$ cat config.mk
export PLATFORM = sky130hd
export DESIGN_NAME = debug_packet_deframer
export DESIGN_NICKNAME = d
export VERILOG_FILES = /design/src/sv/dpd_pkg.sv /design/src/sv/dpd_parse.sv /design/src/sv/debug_packet_deframer.sv
export SDC_FILE = /design/constraint.sdc
export NUM_CORES = 1
export LEC_CHECK = 0
export BUFFER_PORTS_ARGS = -buffer_cell sky130_fd_sc_hd__buf_4
export CORE_MARGIN = 2
export CORE_UTILIZATION = 57
export DETAILED_ROUTE_END_ITERATION = 10
export GPL_ROUTABILITY_DRIVEN = 0
export PLACE_DENSITY = 0.81
export SKIP_LAST_GASP = 1
export SLEW_MARGIN = 0
export SYNTH_ARGS = -nofsm -noshare
export SYNTH_HDL_FRONTEND = slang
export SYNTH_HIERARCHICAL = 1
export SYNTH_SLANG_ARGS = --single-unit
$ cat constraint.sdc
create_clock -name clk -period 8.7 [get_ports clk]
set_input_delay 0.435 -clock clk [delete_from_list [all_inputs] [get_ports clk]]
set_output_delay 0.435 -clock clk [all_outputs]
set_load 0.005 [all_outputs]
$ cat src/sv/dpd_pkg.sv
`timescale 1ns / 1ps
// ----------------------------------------------------------------------------
// dpd_pkg
// Shared types, character codes and helper functions for the debug packet
// deframer.
// ----------------------------------------------------------------------------
package dpd_pkg;

	// Framing and signal characters
	localparam logic [7:0] CH_START  = 8'h24;  // '$'
	localparam logic [7:0] CH_END    = 8'h23;  // '#'
	localparam logic [7:0] CH_INT_A  = 8'h02;
	localparam logic [7:0] CH_INT_B  = 8'h03;
	localparam logic [7:0] CH_TRAP   = 8'h05;
	localparam logic [7:0] ACK_GOOD  = 8'h2B;  // '+'
	localparam logic [7:0] ACK_BAD   = 8'h2D;  // '-'

	// Result kinds
	localparam logic [1:0] KIND_PAYLOAD = 2'd0;
	localparam logic [1:0] KIND_END     = 2'd1;
	localparam logic [1:0] KIND_SIGNAL  = 2'd2;

	// Signal codes
	localparam logic SIG_INTERRUPT = 1'b0;
	localparam logic SIG_TRAP      = 1'b1;

	// Reset value of the whitespace skip register
	localparam logic SKIP_WS_RESET = 1'b1;

	// Deframer phase
	typedef enum logic [1:0] {
		PH_IDLE    = 2'd0,
		PH_PAYLOAD = 2'd1,
		PH_HEX_HI  = 2'd2,
		PH_HEX_LO  = 2'd3
	} dpd_phase_t;

	// One result beat
	typedef struct packed {
		logic [1:0] kind;
		logic [7:0] payload_byte;
		logic       signal_code;
		logic       checksum_good;
		logic [7:0] received_checksum;
		logic [7:0] computed_checksum;
		logic [7:0] ack_byte;
	} dpd_res_t;

	// Space, tab, LF, VT, FF, CR
	function automatic logic is_space(input logic [7:0] b);
		return (b == 8'h20) || ((b >= 8'h09) && (b <= 8'h0D));
	endfunction

	// Hex digit decode: bit 4 flags a bad digit, low nibble is zero then
	function automatic logic [4:0] hex_decode(input logic [7:0] b);
		logic [7:0] d;
		d = 8'h00;
		if ((b >= 8'h30) && (b <= 8'h39)) begin
			d = b - 8'h30;
			return {1'b0, d[3:0]};
		end
		if ((b >= 8'h61) && (b <= 8'h66)) begin
			d = b - 8'h57;
			return {1'b0, d[3:0]};
		end
		if ((b >= 8'h41) && (b <= 8'h46)) begin
			d = b - 8'h37;
			return {1'b0, d[3:0]};
		end
		return 5'b1_0000;
	endfunction

endpackage

$ cat src/sv/dpd_parse.sv
`timescale 1ns / 1ps
// ----------------------------------------------------------------------------
// dpd_parse
// Framing state machine: tracks the packet phase, the running checksum and
// the received checksum digits, and forms at most one result per byte.
// ----------------------------------------------------------------------------
module dpd_parse (
	input  logic              clk,
	input  logic              arst_n,
	input  logic              step,
	input  logic [7:0]        rx_byte,
	input  logic              skip_ws,
	output logic              has_res,
	output dpd_pkg::dpd_res_t res
);
	import dpd_pkg::*;

	dpd_phase_t  phase_q, phase_d;
	logic [7:0]  sum_q;
	logic [3:0]  high_nibble_q;
	logic        hex_error_q;

	logic        drop;
	logic [4:0]  hex;
	logic [7:0]  rx_sum;
	logic        good;

	assign drop   = skip_ws && is_space(rx_byte);
	assign hex    = hex_decode(rx_byte);
	assign rx_sum = {high_nibble_q, hex[3:0]};
	assign good   = !hex_error_q && !hex[4] && (rx_sum == sum_q);

	// Next phase
	always_comb begin
		phase_d = phase_q;
		if (!drop) begin
			unique case (phase_q)
				PH_IDLE: begin
					if (rx_byte == CH_START) phase_d = PH_PAYLOAD;
				end
				PH_PAYLOAD: begin
					if (rx_byte == CH_END) phase_d = PH_HEX_HI;
				end
				PH_HEX_HI: phase_d = PH_HEX_LO;
				PH_HEX_LO: phase_d = PH_IDLE;
				default:   phase_d = PH_IDLE;
			endcase
		end
	end

	// Result forming
	always_comb begin
		has_res = 1'b0;
		res     = '0;
		if (!drop) begin
			unique case (phase_q)
				PH_IDLE: begin
					if ((rx_byte == CH_INT_A) || (rx_byte == CH_INT_B) ||
					    (rx_byte == CH_TRAP)) begin
						has_res         = 1'b1;
						res.kind        = KIND_SIGNAL;
						res.signal_code = (rx_byte == CH_TRAP) ? SIG_TRAP : SIG_INTERRUPT;
					end
				end
				PH_PAYLOAD: begin
					if (rx_byte != CH_END) begin
						has_res          = 1'b1;
						res.kind         = KIND_PAYLOAD;
						res.payload_byte = rx_byte;
					end
				end
				PH_HEX_HI: has_res = 1'b0;
				PH_HEX_LO: begin
					has_res               = 1'b1;
					res.kind              = KIND_END;
					res.checksum_good     = good;
					res.received_checksum = rx_sum;
					res.computed_checksum = sum_q;
					res.ack_byte          = good ? ACK_GOOD : ACK_BAD;
				end
				default: has_res = 1'b0;
			endcase
		end
	end

	// Advance the phase, checksum and digit state on each processed byte
	always_ff @(posedge clk or negedge arst_n) begin
		if (!arst_n) begin
			phase_q       <= PH_IDLE;
			sum_q         <= '0;
			high_nibble_q <= '0;
			hex_error_q   <= 1'b0;
		end else if (step && !drop) begin
			phase_q <= phase_d;
			case (phase_q)
				PH_IDLE: begin
					if (rx_byte == CH_START) begin
						sum_q         <= '0;
						high_nibble_q <= '0;
						hex_error_q   <= 1'b0;
					end
				end
				PH_PAYLOAD: begin
					if (rx_byte != CH_END) sum_q <= sum_q + rx_byte;
				end
				PH_HEX_HI: begin
					high_nibble_q <= hex[3:0];
					if (hex[4]) hex_error_q <= 1'b1;
				end
				default: begin
					sum_q         <= '0;
					high_nibble_q <= '0;
					hex_error_q   <= 1'b0;
				end
			endcase
		end
	end

endmodule

$ cat src/sv/debug_packet_deframer.sv
`timescale 1ns / 1ps
// ----------------------------------------------------------------------------
// debug_packet_deframer
// Deframes the remote debug serial protocol byte stream into payload beats,
// packet-end checksum reports and interrupt/trap signal events.
// ----------------------------------------------------------------------------
// Each received byte is captured in an input register, decoded by the
// framing state machine from that register and, if it causes a result,
// lands in the output register. With res_ready held high a byte is
// accepted every clock; the output register lets the next byte enter
// while a result waits.
// Bytes that produce no result ('$', '#', the first checksum digit, skipped
// whitespace, idle noise) are absorbed without a result beat. The skip
// register (reset 1) may only be written while no byte is in flight.
module debug_packet_deframer (
	input  logic       clk,
	input  logic       arst_n,
	input  logic       cfg_wr_en,
	input  logic       cfg_wr_data,
	input  logic       rx_valid,
	output logic       rx_ready,
	input  logic [7:0] rx_byte,
	output logic       res_valid,
	input  logic       res_ready,
	output logic [1:0] kind,
	output logic [7:0] payload_byte,
	output logic       signal_code,
	output logic       checksum_good,
	output logic [7:0] received_checksum,
	output logic [7:0] computed_checksum,
	output logic [7:0] ack_byte
);
	import dpd_pkg::*;

	logic       skip_ws_q;
	logic       valid_s1;
	logic [7:0] byte_s1;
	logic       adv_s1;
	logic       has_res;
	dpd_res_t   res;
	logic       valid_s2;
	dpd_res_t   res_s2;

	// Configuration register
	always_ff @(posedge clk or negedge arst_n) begin
		if (!arst_n) begin
			skip_ws_q <= SKIP_WS_RESET;
		end else if (cfg_wr_en) begin
			skip_ws_q <= cfg_wr_data;
		end
	end

	// Stage 1 advances when the output register is free or being drained
	assign adv_s1   = valid_s1 && (!valid_s2 || res_ready);
	assign rx_ready = !valid_s1 || adv_s1;

	// Input register
	always_ff @(posedge clk or negedge arst_n) begin
		if (!arst_n) begin
			valid_s1 <= 1'b0;
		end else if (rx_ready) begin
			valid_s1 <= rx_valid;
		end
	end

	always_ff @(posedge clk) begin
		if (rx_valid && rx_ready) byte_s1 <= rx_byte;
	end

	dpd_parse u_parse (
		.clk     (clk),
		.arst_n  (arst_n),
		.step    (adv_s1),
		.rx_byte (byte_s1),
		.skip_ws (skip_ws_q),
		.has_res (has_res),
		.res     (res)
	);

	// Output register: load a new beat, or drop the taken one
	always_ff @(posedge clk or negedge arst_n) begin
		if (!arst_n) begin
			valid_s2 <= 1'b0;
		end else if (adv_s1) begin
			valid_s2 <= has_res;
		end else if (res_ready) begin
			valid_s2 <= 1'b0;
		end
	end

	always_ff @(posedge clk) begin
		if (adv_s1 && has_res) res_s2 <= res;
	end

	assign res_valid         = valid_s2;
	assign kind              = res_s2.kind;
	assign payload_byte      = res_s2.payload_byte;
	assign signal_code       = res_s2.signal_code;
	assign checksum_good     = res_s2.checksum_good;
	assign received_checksum = res_s2.received_checksum;
	assign computed_checksum = res_s2.computed_checksum;
	assign ack_byte          = res_s2.ack_byte;

`ifndef ASSERT_OFF
	// Ack byte follows the match flag at packet end
	a_ack_match: assert property (@(posedge clk) disable iff (!arst_n)
		(res_valid && (kind == KIND_END)) |->
		((checksum_good && (ack_byte == ACK_GOOD)) ||
		 (!checksum_good && (ack_byte == ACK_BAD))))
		else $error("ack byte disagrees with checksum flag");

	// Only defined result kinds leave the block
	a_kind_legal: assert property (@(posedge clk) disable iff (!arst_n)
		res_valid |-> ((kind == KIND_PAYLOAD) || (kind == KIND_END) ||
		               (kind == KIND_SIGNAL)))
		else $error("undefined result kind");

	// A stalled input byte holds until it is decoded
	a_s1_hold: assert property (@(posedge clk) disable iff (!arst_n)
		(valid_s1 && !adv_s1) |=> (valid_s1 && $stable(byte_s1)))
		else $error("stage 1 byte lost while stalled");

	// A waiting result is never overwritten
	a_s2_hold: assert property (@(posedge clk) disable iff (!arst_n)
		(res_valid && !res_ready) |-> !adv_s1)
		else $error("output register overwritten while full");
`endif

endmodule

# Word level (Yosys, flattened, before mapping)
# Cells that the tools add are included.
# op_classes
n_addsub	4
n_lt_le_gt_ge	8
eq_ne	15
n_mux	33
n_bitwise	7
n_reduce_logical	30
# ops
cell	count
2-to-1 mux 5 bit	6
equality test 8 x 6 -> 1 bit (second input constant)	3
case mux 8 bit (3 select lines)	1
equality test 8 x 2 -> 1 bit (second input constant)	2
greater-or-equal comparator 8 x 7 -> 1 bit (second input constant)	2
<= comparator 8 x 7 -> 1 bit (second input constant)	2
2-to-1 mux 8 bit	2
2-to-1 mux 1 bit	14
case mux 4 bit (3 select lines)	1
AND reduction 4 bit	3
logical AND 1 bit	11
adder 8 bit	1
equality test 8 x 3 -> 1 bit (second input constant)	1
equality test 8 bit	1
greater-or-equal comparator 8 x 4 -> 1 bit (second input constant)	1
greater-or-equal comparator 8 x 6 -> 1 bit (second input constant)	1
<= comparator 8 x 4 -> 1 bit (second input constant)	1
<= comparator 8 x 6 -> 1 bit (second input constant)	1
inequality test 2 x 1 -> 1 bit (second input constant)	4
inequality test 8 x 6 -> 1 bit (second input constant)	1
case mux 2 bit (4 select lines)	1
subtractor 4 x 3 -> 4 bit (second input constant)	2
NOT 1 bit	7
2-to-1 mux 2 bit	3
other kinds (15)	25
# word_totals
reg_bits	62
inputBits	14
elab_cells	112

# Depth between registers and ports, before layout
# Gate-level depths: netlist of run 1.
# logic_depth
ltp_word	13
depth_mapped	10
ltp_nobuf	9

# Hierarchy
# Netlist of run 1, hierarchy kept.
# by_module_without_submodules
module	n_inst	cells_each	area_each_um2	seq_area_each_um2
dpd_parse	1	196	1602.8	375.4
debug_packet_deframer	1	56	1470.2	1397.6

# Worst setup path after synthesis of run 1
# No wires, ideal clock.
# synth_path
path_kind	register to register
start	register byte_s1[1]
end	register res_s2, in the netlist ack_byte[0], enable pin
setup_time_ps	434
arrival_time_ps	3582
t_required_ps	8266
path_slack_ps	4684
stages_incl_launch_ff	11
period_less_slack_ps	4016
path_cell_list	edfxtp_1 -> inv_1 -> ha_1 -> xnor2_1 -> o2111a_1 -> o21ai_0 -> clkbuf_1 -> o31ai_1 -> a21oi_1 -> nand2_1 -> nor2b_1
# synth_via
elab_chain_cells	7
word_cells_on_any_way	17
cone_classes	order compare: 2; eq/ne: 5; mux: 4; reduce/logical: 6
# synth_rtl
element	line	source
start, declared	debug_packet_deframer.sv:37	logic [7:0] byte_s1;
start signal, assigned	debug_packet_deframer.sv:67	if (rx_valid && rx_ready) byte_s1 <= rx_byte;
equality test 8 x 2 -> 1 bit	dpd_parse.sv:58	if ((rx_byte == CH_INT_A) || (rx_byte == CH_INT_B) ||
logical OR 1 bit (2 in a row)	dpd_parse.sv:58	
2-to-1 mux 1 bit	dpd_parse.sv:58	
case mux 1 bit (4 select lines)	dpd_parse.sv:56	unique case (phase_q)
2-to-1 mux 1 bit (*)	dpd_parse.sv:55	if (!drop) begin
net has_res	debug_packet_deframer.sv:39	logic has_res;
logical AND 1 bit (*)	debug_packet_deframer.sv:92	if (adv_s1 && has_res) res_s2 <= res;
end signal, assigned	debug_packet_deframer.sv:92	
end, declared	debug_packet_deframer.sv:42	dpd_res_t res_s2;
# The timed path passes the listed nets; every way through them passes the cells marked *.
# A chain may end at the register's enable or synchronous reset.

# Worst setup path in the final report of run 1
# layout_path
start	register byte_s1[1]
end	register res_s2, in the netlist ack_byte[2], enable pin
# The elaborated chain is that of the path after synthesis.

==> impl_metrics.py, run 1 <==
metrics = {
    "logic_synthesis": {
        "ys.flop_type": "edfxtp_1",
        "ys_warn_count": 6,
        "synth_xor_area_share_pct": 3.99,
        "synth_compound_gate_area_share_pct": 8.02,
        "synth_edf_count": 44,
        "seq_area_frac_synth_pct": 57.7,
        "synth-seq-cells": 62,
        "syn_area_per_cell_um2": 12.2,
        "ys_types": 52,
        "synth-simple-area-share_pct": 15.8,
        "synth_mux_area_share_pct": 2.44,
        "synth_cells": 252,
        "syn_area_mm2": 0.00307,
        "synth_top_family_by_area": "simple AND/OR/NAND/NOR gates",
        "async_flop_share_pct": 29.0,
        "synthAdderAreaFrac_pct": 7.17,
    },
    "run": {
        "cap_violations": 0,
    },
    "power": {
        "power.leakage_uw": 0.00158,
        "switching_share_pct": 31.5,
        "intPower_uw": 767,
        "p_clk_share_pct": 24.3,
        "peakVddDrop_uv": 319,
        "seq_power_share_pct": 42.7,
        "switchingPower_uw": 352,
        "powerDensity_mw_per_mm2": 302,
        "combPwrFrac_pct": 33.0,
    },
    "timing": {
        "tightest_slew_ns": 1.18,
        "setup_violations": 0,
        "grt_setup_unrepaired": "no",
        "finClkSkew_ns": 0.00463,
        "min_period_ns": 3.81,
        "final.setup.tns_ns": 0,
        "setup_ws_ns": 4.89,
        "slew_headroom_pct": 20.4,
        "hold_viol_final": 0,
        "slew_viol_final": 0,
        "post-route-period-util_pct": 43.8,
        "fmax_mhz": 262,
    },
    "placement": {
        "pre_cts_slack_ns": 4.93,
        "placed_cell_area_mm2": 0.00348,
        "hpwl_um": 4040,
        "io_buffers": 51,
    },
    "critical_path": {
        "cp_num_buf_inv": 1,
        "crit_family": "compound AO/OA/AOI/OAI gates",
        "r2r_end": "ack_byte[2]$_DFFE_PP_",
        "worstPathCellList": "inv_1 -> ha_1 -> xnor2_1 -> o2111a_1 -> o21ai_0 -> o31ai_1 -> a21oi_1 -> nand2_1 -> nor2b_4",
        "endpoint_kind": "flop",
        "timing.rr.start": "byte_s1[1]$_DFFE_PP_",
        "worstPathArrival_ns": 3.77,
        "reg2reg_depth": 9,
        "worst-r2r-setup-slack_ns": 4.89,
        "slowest_stage": "o21ai_0",
        "critical_path.max_fanout": 36,
        "path_class": "reg -> reg",
        "startpoint_type": "flop",
        "cp.required_ns": 8.66,
        "slowest_delay_ns": 0.92,
    },
    "layout": {
        "drive_above_1_share_pct": 26.0,
        "fillers": 392,
        "num_antenna_cells": 0,
        "area_growth_syn_to_layout_pct": 20.6,
        "final_core_util_pct": 72.1,
        "design_area_mm2": 0.00370,
        "layout.nets": 334,
    },
    "cts": {
        "root_buffer": "clkbuf_8",
        "post-cts-setup-buffers": 0,
        "clk_pin_slew_worst_paths_ns": 0.06,
        "h-tree-depth": 3,
        "cts_tree": "done",
        "cts.sinks": 62,
        "cts_buffers": 9,
        "clkLatencyLatePin_ns": 0.34,
        "clockBufferDepth": 2,
    },
    "floorplan": {
        "core_area_mm2": 0.00514,
        "rows": 26,
        "pin_count": 52,
        "die_area_mm2": 0.00599,
        "initial_core_util_pct": 59.8,
        "dieWidth_um": 77.4,
        "die_h_um": 77.4,
    },
    "hold_path": {
        "hold_end": "byte_s1[5]$_DFFE_PP_",
        "hp-class": "in -> reg",
        "hp-start": "rx_byte[5]",
        "whs_path_depth": 1,
    },
    "route": {
        "wl_um": 5630,
        "drcViolationCount": 0,
        "drtPass1Iterations": 4,
        "viasPerCell": 5.31,
        "drt_first_iter_violations": 158,
        "drtAntennaViolNets": 0,
        "num_vias": 2006,
        "wl_per_cell_um": 14.9,
    },
    "grt": {
        "grt_pass1_vias": 2004,
        "grt_max_degree": 37,
        "grt_usage_pct": 20.7,
        "grt_pass1_wl_um": 9380,
        "overflow": 0,
        "antenna_found_initial": 0,
    },
    "outcome": {
        "status": "finished, final reports clean",
    },
}
==> final cells by class <==
cell class	instances	area (um2)	area share [%]
Tap cell	70	87.6	2.36
Multi-Input combinational cell	160	1170	31.5
Clock inverter	4	70.1	1.89
Clock buffer	12	145	3.92
Timing Repair Buffer	52	393	10.6
Inverter	18	67.6	1.82
Sequential cell	62	1770	47.9
==> how the worst max path moves through the flow <==
stage,depth (start not counted),end,start
floorplan,10,ack_byte[0]$_DFFE_PP_,byte_s1[1]$_DFFE_PP_
detailed placement,9,ack_byte[1]$_DFFE_PP_,byte_s1[0]$_DFFE_PP_
CTS,9,received_checksum[4]$_DFFE_PP_,byte_s1[1]$_DFFE_PP_
global route,9,received_checksum[4]$_DFFE_PP_,byte_s1[1]$_DFFE_PP_
finish,9,ack_byte[2]$_DFFE_PP_,byte_s1[1]$_DFFE_PP_
global placement,9,ack_byte[1]$_DFFE_PP_,byte_s1[1]$_DFFE_PP_
==> power by group through the flow <==
stage | sequential [uW] | combinational [uW] | clock (uW)
2_1_floorplan | 484 | 226 | 0
3_3_place_gp | 483 | 362 | 0
3_5_place_dp | 483 | 372 | 0
4_1_cts | 479 | 372 | 277
5_1_grt | 488 | 410 | 287
6_report | 478 | 369 | 272
==> cells by family (layout without fill, tap and decap cells) <==
logic type      count (synthesis)  in the layout
xor+xnor                       14             14
simple gates                   82             82
compound gates                 37             37
mux                             7              7
buf+inv                        32             86
other cells                     1              3
fa+ha+maj                      17             17
flops                          62             62
==> cells in the mapped netlist, types with 2 or more instances <==
cell	count	share of area, %
a21oi_1	8	1.3
and2_1	7	1.4
and3_1	10	2.0
buf_4	7	1.7
clkbuf_1	7	0.86
dfrtp_1	17	14
edfxtp_1	44	43
ha_1	16	6.5
inv_1	18	2.2
mux2_2	3	1.1
mux2i_1	3	0.98
nand2_1	9	1.1
nand2b_1	2	0.41
nand3_1	8	1.3
nand4_1	2	0.41
nor2_1	19	2.3
nor2b_1	3	0.61
nor3_1	4	0.65
nor3b_1	5	1.2
o21ai_0	12	2.0
o21bai_1	3	0.73
o41ai_1	2	0.57
or3_1	2	0.41
xnor2_1	11	3.1
xor2_1	3	0.86
==> routing by layer <==
metal	share of wire (%)	track usage (%)
met5	0	0
met4	2.4	10.7
met3	5.2	4.88
met2	47	32.9
met1	45	26.6
==> cell usage in the layout, fill, tap and decap left out, types with 2 or more instances in the layout <==
master	n
a21oi_1	8
mux2_2	3
ha_1	16
nand2b_1	2
nor2b_1	2
mux2i_1	3
and2_1	7
or3_1	2
buf_4	51
clkbuf_1	2
o41ai_1	2
bufinv_16	2
nor3b_1	5
nor3_1	4
o21ai_0	12
nand4_1	2
inv_1	18
nor2_1	19
xnor2_1	11
clkbuf_8	10
dfrtp_1	17
nand3_1	8
nand2_1	9
conb_1	3
and3_1	10
xor2_1	3
clkinv_2	2
o21bai_1	3
edfxtp_1	44
==> what timing repair did <==
action / CTS / global route
hold endpoints to repair: 17 / 0
gates resized for setup: 0 / 0
hold buffers: 1 / 0
==> per-stage QoR <==
| stage | instances | total power (uW) | hold WS [ns] |
|---|---|---|---|
| 2_1_floorplan | 254 | 710 | 0.139 |
| 6_report | 378 | 1120 | 0.272 |
| 4_1_cts | 378 | 1130 | 0.258 |
| 5_1_grt | 378 | 1190 | 0.260 |
| 3_3_place_gp | 361 | 845 | 0.329 |
| 3_5_place_dp | 361 | 855 | 0.324 |
==> state kept, by name (all words and copies together), names as in the netlist <==
signal / count
skip_ws_q: 1
signal_code: 1
u_parse/sum_q: 8
computed_checksum: 8
u_parse/hex_error_q: 1
byte_s1: 8
received_checksum: 8
valid_s1: 1
kind: 2
res_valid: 1
checksum_good: 1
ack_byte: 8
u_parse/high_nibble_q: 4
payload_byte: 8
u_parse/phase_q: 2
(Power assumes the default switching activity.)
==> inputs of run 2 (changes only) <==
--- a/config.mk
+++ b/config.mk
@@ -7,10 +7,10 @@
 export LEC_CHECK = 0
 export BUFFER_PORTS_ARGS = -buffer_cell sky130_fd_sc_hd__buf_4
 export CORE_MARGIN = 2
-export CORE_UTILIZATION = 57
+export CORE_UTILIZATION = 56
 export DETAILED_ROUTE_END_ITERATION = 10
 export GPL_ROUTABILITY_DRIVEN = 0
-export PLACE_DENSITY = 0.81
+export PLACE_DENSITY = 0.8
 export SKIP_LAST_GASP = 1
 export SLEW_MARGIN = 0
 export SYNTH_ARGS = -nofsm -noshare
==> constraint.sdc (replaced) <==
create_clock -name clk -period 3.9 [get_ports clk]
set_input_delay 0.195 -clock clk [delete_from_list [all_inputs] [get_ports clk]]
set_output_delay 0.195 -clock clk [all_outputs]
set_load 0.005 [all_outputs]
==> impl_metrics.py, run 2 (same netlist as run 1, synthesis figures left out) <==
metrics = {
    "outcome": {
        "status": "finished, final reports clean",
    },
    "grt": {
        "grt_pass1_vias": 2075,
        "grt_pass1_wl_um": 10200,
        "antenna_found_initial": 0,
        "overflow": 0,
        "grt_usage_pct": 22.3,
        "grt_max_degree": 26,
    },
    "placement": {
        "io_buffers": 51,
        "hpwl_um": 4410,
    },
    "cts": {
        "post-cts-setup-buffers": 0,
        "root_buffer": "clkbuf_8",
        "clkLatencyLatePin_ns": 0.33,
        "cts_tree": "done",
        "cts_buffers": 9,
        "cts.sinks": 62,
        "clockBufferDepth": 2,
        "clk_pin_slew_worst_paths_ns": 0.06,
        "h-tree-depth": 3,
    },
    "timing": {
        "setup_violations": 0,
        "tightest_slew_ns": 0.678,
        "min_period_ns": 3.02,
        "finClkSkew_ns": 0.00441,
        "hold_viol_final": 0,
        "slew_headroom_pct": 54.8,
        "fin_hold_ws_ns": 0.0346,
        "final.setup.tns_ns": 0,
        "grt_setup_unrepaired": "no",
        "post-route-period-util_pct": 77.5,
        "slew_viol_final": 0,
        "fmax_mhz": 331,
    },
    "hold_path": {
        "hp-class": "in -> reg",
        "whs_path_depth": 1,
        "hold_end": "byte_s1[3]$_DFFE_PP_",
        "hp-start": "rx_byte[3]",
    },
    "floorplan": {
        "die_area_mm2": 0.00610,
        "initial_core_util_pct": 59.0,
        "core_area_mm2": 0.00520,
        "die_h_um": 78.1,
        "rows": 26,
        "pin_count": 52,
        "dieWidth_um": 78.1,
    },
    "route": {
        "wl_um": 6120,
        "drtPass1Iterations": 4,
        "viasPerCell": 5.51,
        "drtAntennaViolNets": 0,
        "wl_per_cell_um": 16.1,
        "drt_first_iter_violations": 172,
        "drcViolationCount": 0,
        "num_vias": 2095,
    },
    "layout": {
        "layout_common_cells": "buf_4 (53), edfxtp_1 (44), nor2_1 (19)",
        "final_common_cell": "buf_4",
        "area_growth_syn_to_layout_pct": 19.9,
        "num_antenna_cells": 0,
        "layout.nets": 336,
        "drive_above_1_share_pct": 26.1,
    },
    "power": {
        "peakVddDrop_uv": 393,
        "power.leakage_uw": 0.00157,
        "powerDensity_mw_per_mm2": 661,
    },
    "critical_path": {
        "critical_path.max_fanout": 25,
        "r2r_end": "checksum_good$_DFFE_PP_",
        "endpoint_kind": "flop",
        "startpoint_type": "flop",
        "path_class": "reg -> reg",
        "worstPathArrival_ns": 3.03,
        "cp.required_ns": 3.91,
        "timing.rr.start": "byte_s1[0]$_DFFE_PP_",
        "worst-r2r-setup-slack_ns": 0.88,
        "reg2reg_depth": 11,
    },
    "run": {
        "cap_violations": 0,
    },
}
[run 2: what timing repair did]
action | 4_1_cts | 5_1_grt
hold buffers | 1 | 0
endpoints found under the setup margin | 0 | 0
gates resized for setup | 0 | 0
hold endpoints to repair | 18 | 0
[run 2: worst max path at each step]
stage                                    start                        endpoint  slack (ns)
after global routing      byte_s1[1]$_DFFE_PP_  received_checksum[5]$_DFFE_PP_        0.60
after CTS                 byte_s1[1]$_DFFE_PP_           ack_byte[7]$_DFFE_PP_        0.88
after global placement    byte_s1[1]$_DFFE_PP_           ack_byte[2]$_DFFE_PP_        1.03
after floorplan           byte_s1[1]$_DFFE_PP_           ack_byte[0]$_DFFE_PP_        0.57
after detailed placement  byte_s1[1]$_DFFE_PP_           ack_byte[2]$_DFFE_PP_        0.90
final                     byte_s1[0]$_DFFE_PP_         checksum_good$_DFFE_PP_        0.88
[run 2: cell type report]
type,instances,area [um2]
Inverter,18,67.6
Clock inverter,6,52.6
Fill cell,399,1520
Timing Repair Buffer,54,408
Tap cell,70,87.6
Sequential cell,62,1770
Clock buffer,10,128
Multi-Input combinational cell,160,1170
[run 2: where the power goes]
part | leakage, uW | switching, uW | total [uW] | internal (uW)
logic | 0.000826 | 462 | 845 | 382
clock network | 0.0000949 | 229 | 516 | 287
registers | 0.000654 | 114 | 1070 | 960
total | 0.00157 | 805 | 2430 | 1630
[run 2: per-stage QoR]
step | setup slack, ns | cells | power [uW] | instance area, um2 | utilization (%)
final | 0.876 | 380 | 2430 | 3680 | 70.8
after global routing | 0.604 | 380 | 2590 | 3680 | 70.8
after CTS | 0.882 | 380 | 2440 | 3680 | 70.8
after detailed placement | 0.901 | 363 | 1920 | 3490 | 67.1
after floorplan | 0.565 | 254 | 1580 | 3080 | -
after global placement | 1.03 | 363 | 1890 | 3490 | 67.1
[run 2: per-layer routing]
layer  vias to the layer above  global-route usage (%)  wire length, um
li1                       1000                       -                -
met1                       996                    29.2             2670
met2                        83                    35.6             2930
met3                        16                    6.21              393
met4                         0                    8.77              123
met5                         -                       0                0
[run 2: critical path, cell delays in order, from the launching register on]
cell and delay [ns]:
edfxtp_1 0.50, inv_1 0.13, ha_1 0.26, xnor2_1 0.13, o2111a_1 0.23, o21ai_0 0.17, buf_4 0.20, o31ai_1 0.09
a21oi_1 0.13, nand2_1 0.11, nor2b_4 0.36, buf_4 0.37
==> inputs of run 3 (changes only) <==
==> constraint.sdc (replaced) <==
create_clock -name clk -period 3 [get_ports clk]
set_input_delay 0.15 -clock clk [delete_from_list [all_inputs] [get_ports clk]]
set_output_delay 0.15 -clock clk [all_outputs]
set_load 0.005 [all_outputs]
==> impl_metrics.py, run 3 (same netlist as run 1, synthesis figures left out) <==
metrics = {
    "outcome": {
        "status": "finished, final reports clean",
    },
    "timing": {
        "slew_headroom_pct": 64.9,
        "fmax_mhz": 376,
        "final.setup.tns_ns": 0,
        "post-route-period-util_pct": 88.6,
        "slew_viol_final": 0,
        "tightest_slew_ns": 0.513,
        "grt_setup_unrepaired": "no",
        "hold_viol_final": 0,
        "setup_violations": 0,
        "finClkSkew_ns": 0.00678,
        "min_period_ns": 2.66,
    },
    "power": {
        "powerDensity_mw_per_mm2": 836,
        "power.leakage_uw": 0.00164,
        "peakVddDrop_uv": 570,
        "p_total_uw": 3180,
    },
    "grt": {
        "grt_pass1_wl_um": 10300,
        "grt_usage_pct": 22.1,
        "overflow": 0,
        "antenna_found_initial": 0,
        "grt_pass1_vias": 2156,
        "grt_max_degree": 26,
    },
    "layout": {
        "layout_common_cells": "buf_4 (59), edfxtp_1 (44), nor2_1 (19)",
        "design_area_mm2": 0.00381,
        "layout.nets": 350,
        "num_antenna_cells": 0,
        "area_growth_syn_to_layout_pct": 23.9,
        "drive_above_1_share_pct": 26.9,
        "ff_latch_area_mm2": 0.00177,
        "fillers": 374,
        "final_common_cell": "buf_4",
        "multi_input_area_mm2": 0.00117,
        "final_core_util_pct": 73.1,
    },
    "route": {
        "drt_first_iter_violations": 161,
        "drtAntennaViolNets": 0,
        "drtPass1Iterations": 4,
        "viasPerCell": 5.44,
        "wl_um": 6050,
        "drcViolationCount": 0,
        "wl_per_cell_um": 15.4,
        "num_vias": 2136,
    },
    "critical_path": {
        "startpoint_type": "flop",
        "cp_num_cells": 10,
        "cp_num_buf_inv": 2,
        "reg2reg_depth": 10,
        "cp-endpoint": "received_checksum[3]$_DFFE_PP_",
        "cp.required_ns": 3.00,
        "timing.rr.start": "byte_s1[0]$_DFFE_PP_",
        "endpoint_kind": "flop",
        "startpoint": "byte_s1[0]$_DFFE_PP_",
        "r2r_end": "received_checksum[3]$_DFFE_PP_",
        "worst-r2r-setup-slack_ns": 0.34,
        "worstPathCellList": "inv_1 -> ha_1 -> xnor2_1 -> o2111a_1 -> o21ai_0 -> o31ai_1 -> a21oi_1 -> nand2_1 -> nor2b_4 -> buf_4",
        "worstPathArrival_ns": 2.66,
        "slowest_stage": "edfxtp_1",
        "path_class": "reg -> reg",
        "crit_family": "compound AO/OA/AOI/OAI gates",
        "slowest_delay_ns": 0.53,
        "critical_path.max_fanout": 25,
    },
    "placement": {
        "hpwl_um": 4240,
        "placed_cell_area_mm2": 0.00354,
        "io_buffers": 51,
    },
    "floorplan": {
        "rows": 26,
        "pin_count": 52,
        "dieWidth_um": 78.1,
        "core_area_mm2": 0.00520,
        "die_area_mm2": 0.00610,
        "die_h_um": 78.1,
        "initial_core_util_pct": 59.0,
    },
    "cts": {
        "clockBufferDepth": 2,
        "h-tree-depth": 3,
        "ctsHoldBuffers": 9,
        "ctsResizeCount": 0,
        "root_buffer": "clkbuf_8",
        "clkLatencyLatePin_ns": 0.33,
        "cts.sinks": 62,
        "cts_tree": "done",
        "cts_buffers": 9,
        "clk_pin_slew_worst_paths_ns": 0.06,
        "post-cts-setup-buffers": 0,
    },
    "hold_path": {
        "hp-class": "in -> reg",
    },
    "run": {
        "cap_violations": 0,
    },
}
[run 3: changes by cell type in the layout (fill, tap and decap cells not counted), sizes merged]
cell,delta
bufinv,-1
dlygate4sd3,+8
buf,+6
clkbuf,+4
clkinv,-4
[run 3: worst min-delay path by stage]
stage	start	cells after the start	endpoint	slack, ns
global route	rx_valid	2	valid_s1$_DFFE_PN0P_	0.03
floorplan	arst_n	0	res_valid$_DFFE_PN0P_	-0.15
finish	rx_valid	2	valid_s1$_DFFE_PN0P_	0.03
CTS	rx_valid	2	valid_s1$_DFFE_PN0P_	0.005
global placement	arst_n	1	valid_s1$_DFFE_PN0P_	0.04
detailed placement	arst_n	1	valid_s1$_DFFE_PN0P_	0.05
[run 3: worst reg2reg max path, cell delays in order (launching register included)]
cell and delay [ns]:
edfxtp_1 0.53, inv_1 0.14, ha_1 0.26, xnor2_1 0.13
o2111a_1 0.24, o21ai_0 0.22, o31ai_1 0.13, a21oi_1 0.13
nand2_1 0.11, nor2b_4 0.12, buf_4 0.30
[run 3: through the flow]
step                      hold WS [ns]  std cells  setup slack [ns]
final                           0.0296        393             0.342
after global placement          0.0408        369             0.457
after floorplan                 -0.146        254            0.0441
after global routing            0.0251        393            0.0855
after detailed placement        0.0452        369             0.362
after CTS                      0.00517        393             0.348
[run 3: final cells by class]
type,instances,share of cell area (%)
inverters,18,1.77
well taps,70,2.30
clock inverters,1,0.131
clock buffers,14,4.54
repair buffers,68,14.0
multi-input cells,160,30.7
flip-flops and latches,62,46.6
[run 3: layer usage]
layer  track usage [%]  vias to the layer above  routed length (um)
li1                  -                     1028                   -
met1              29.4                     1005                2600
met2              35.1                       90                2900
met3              5.75                       13                 433
met4              8.42                        0                 114
met5                 0                        -                   0
[run 3: where the power goes]
part	internal [uW]	switching (uW)
clock	362	284
sequential	1250	138
combinational	536	613
total	2150	1040
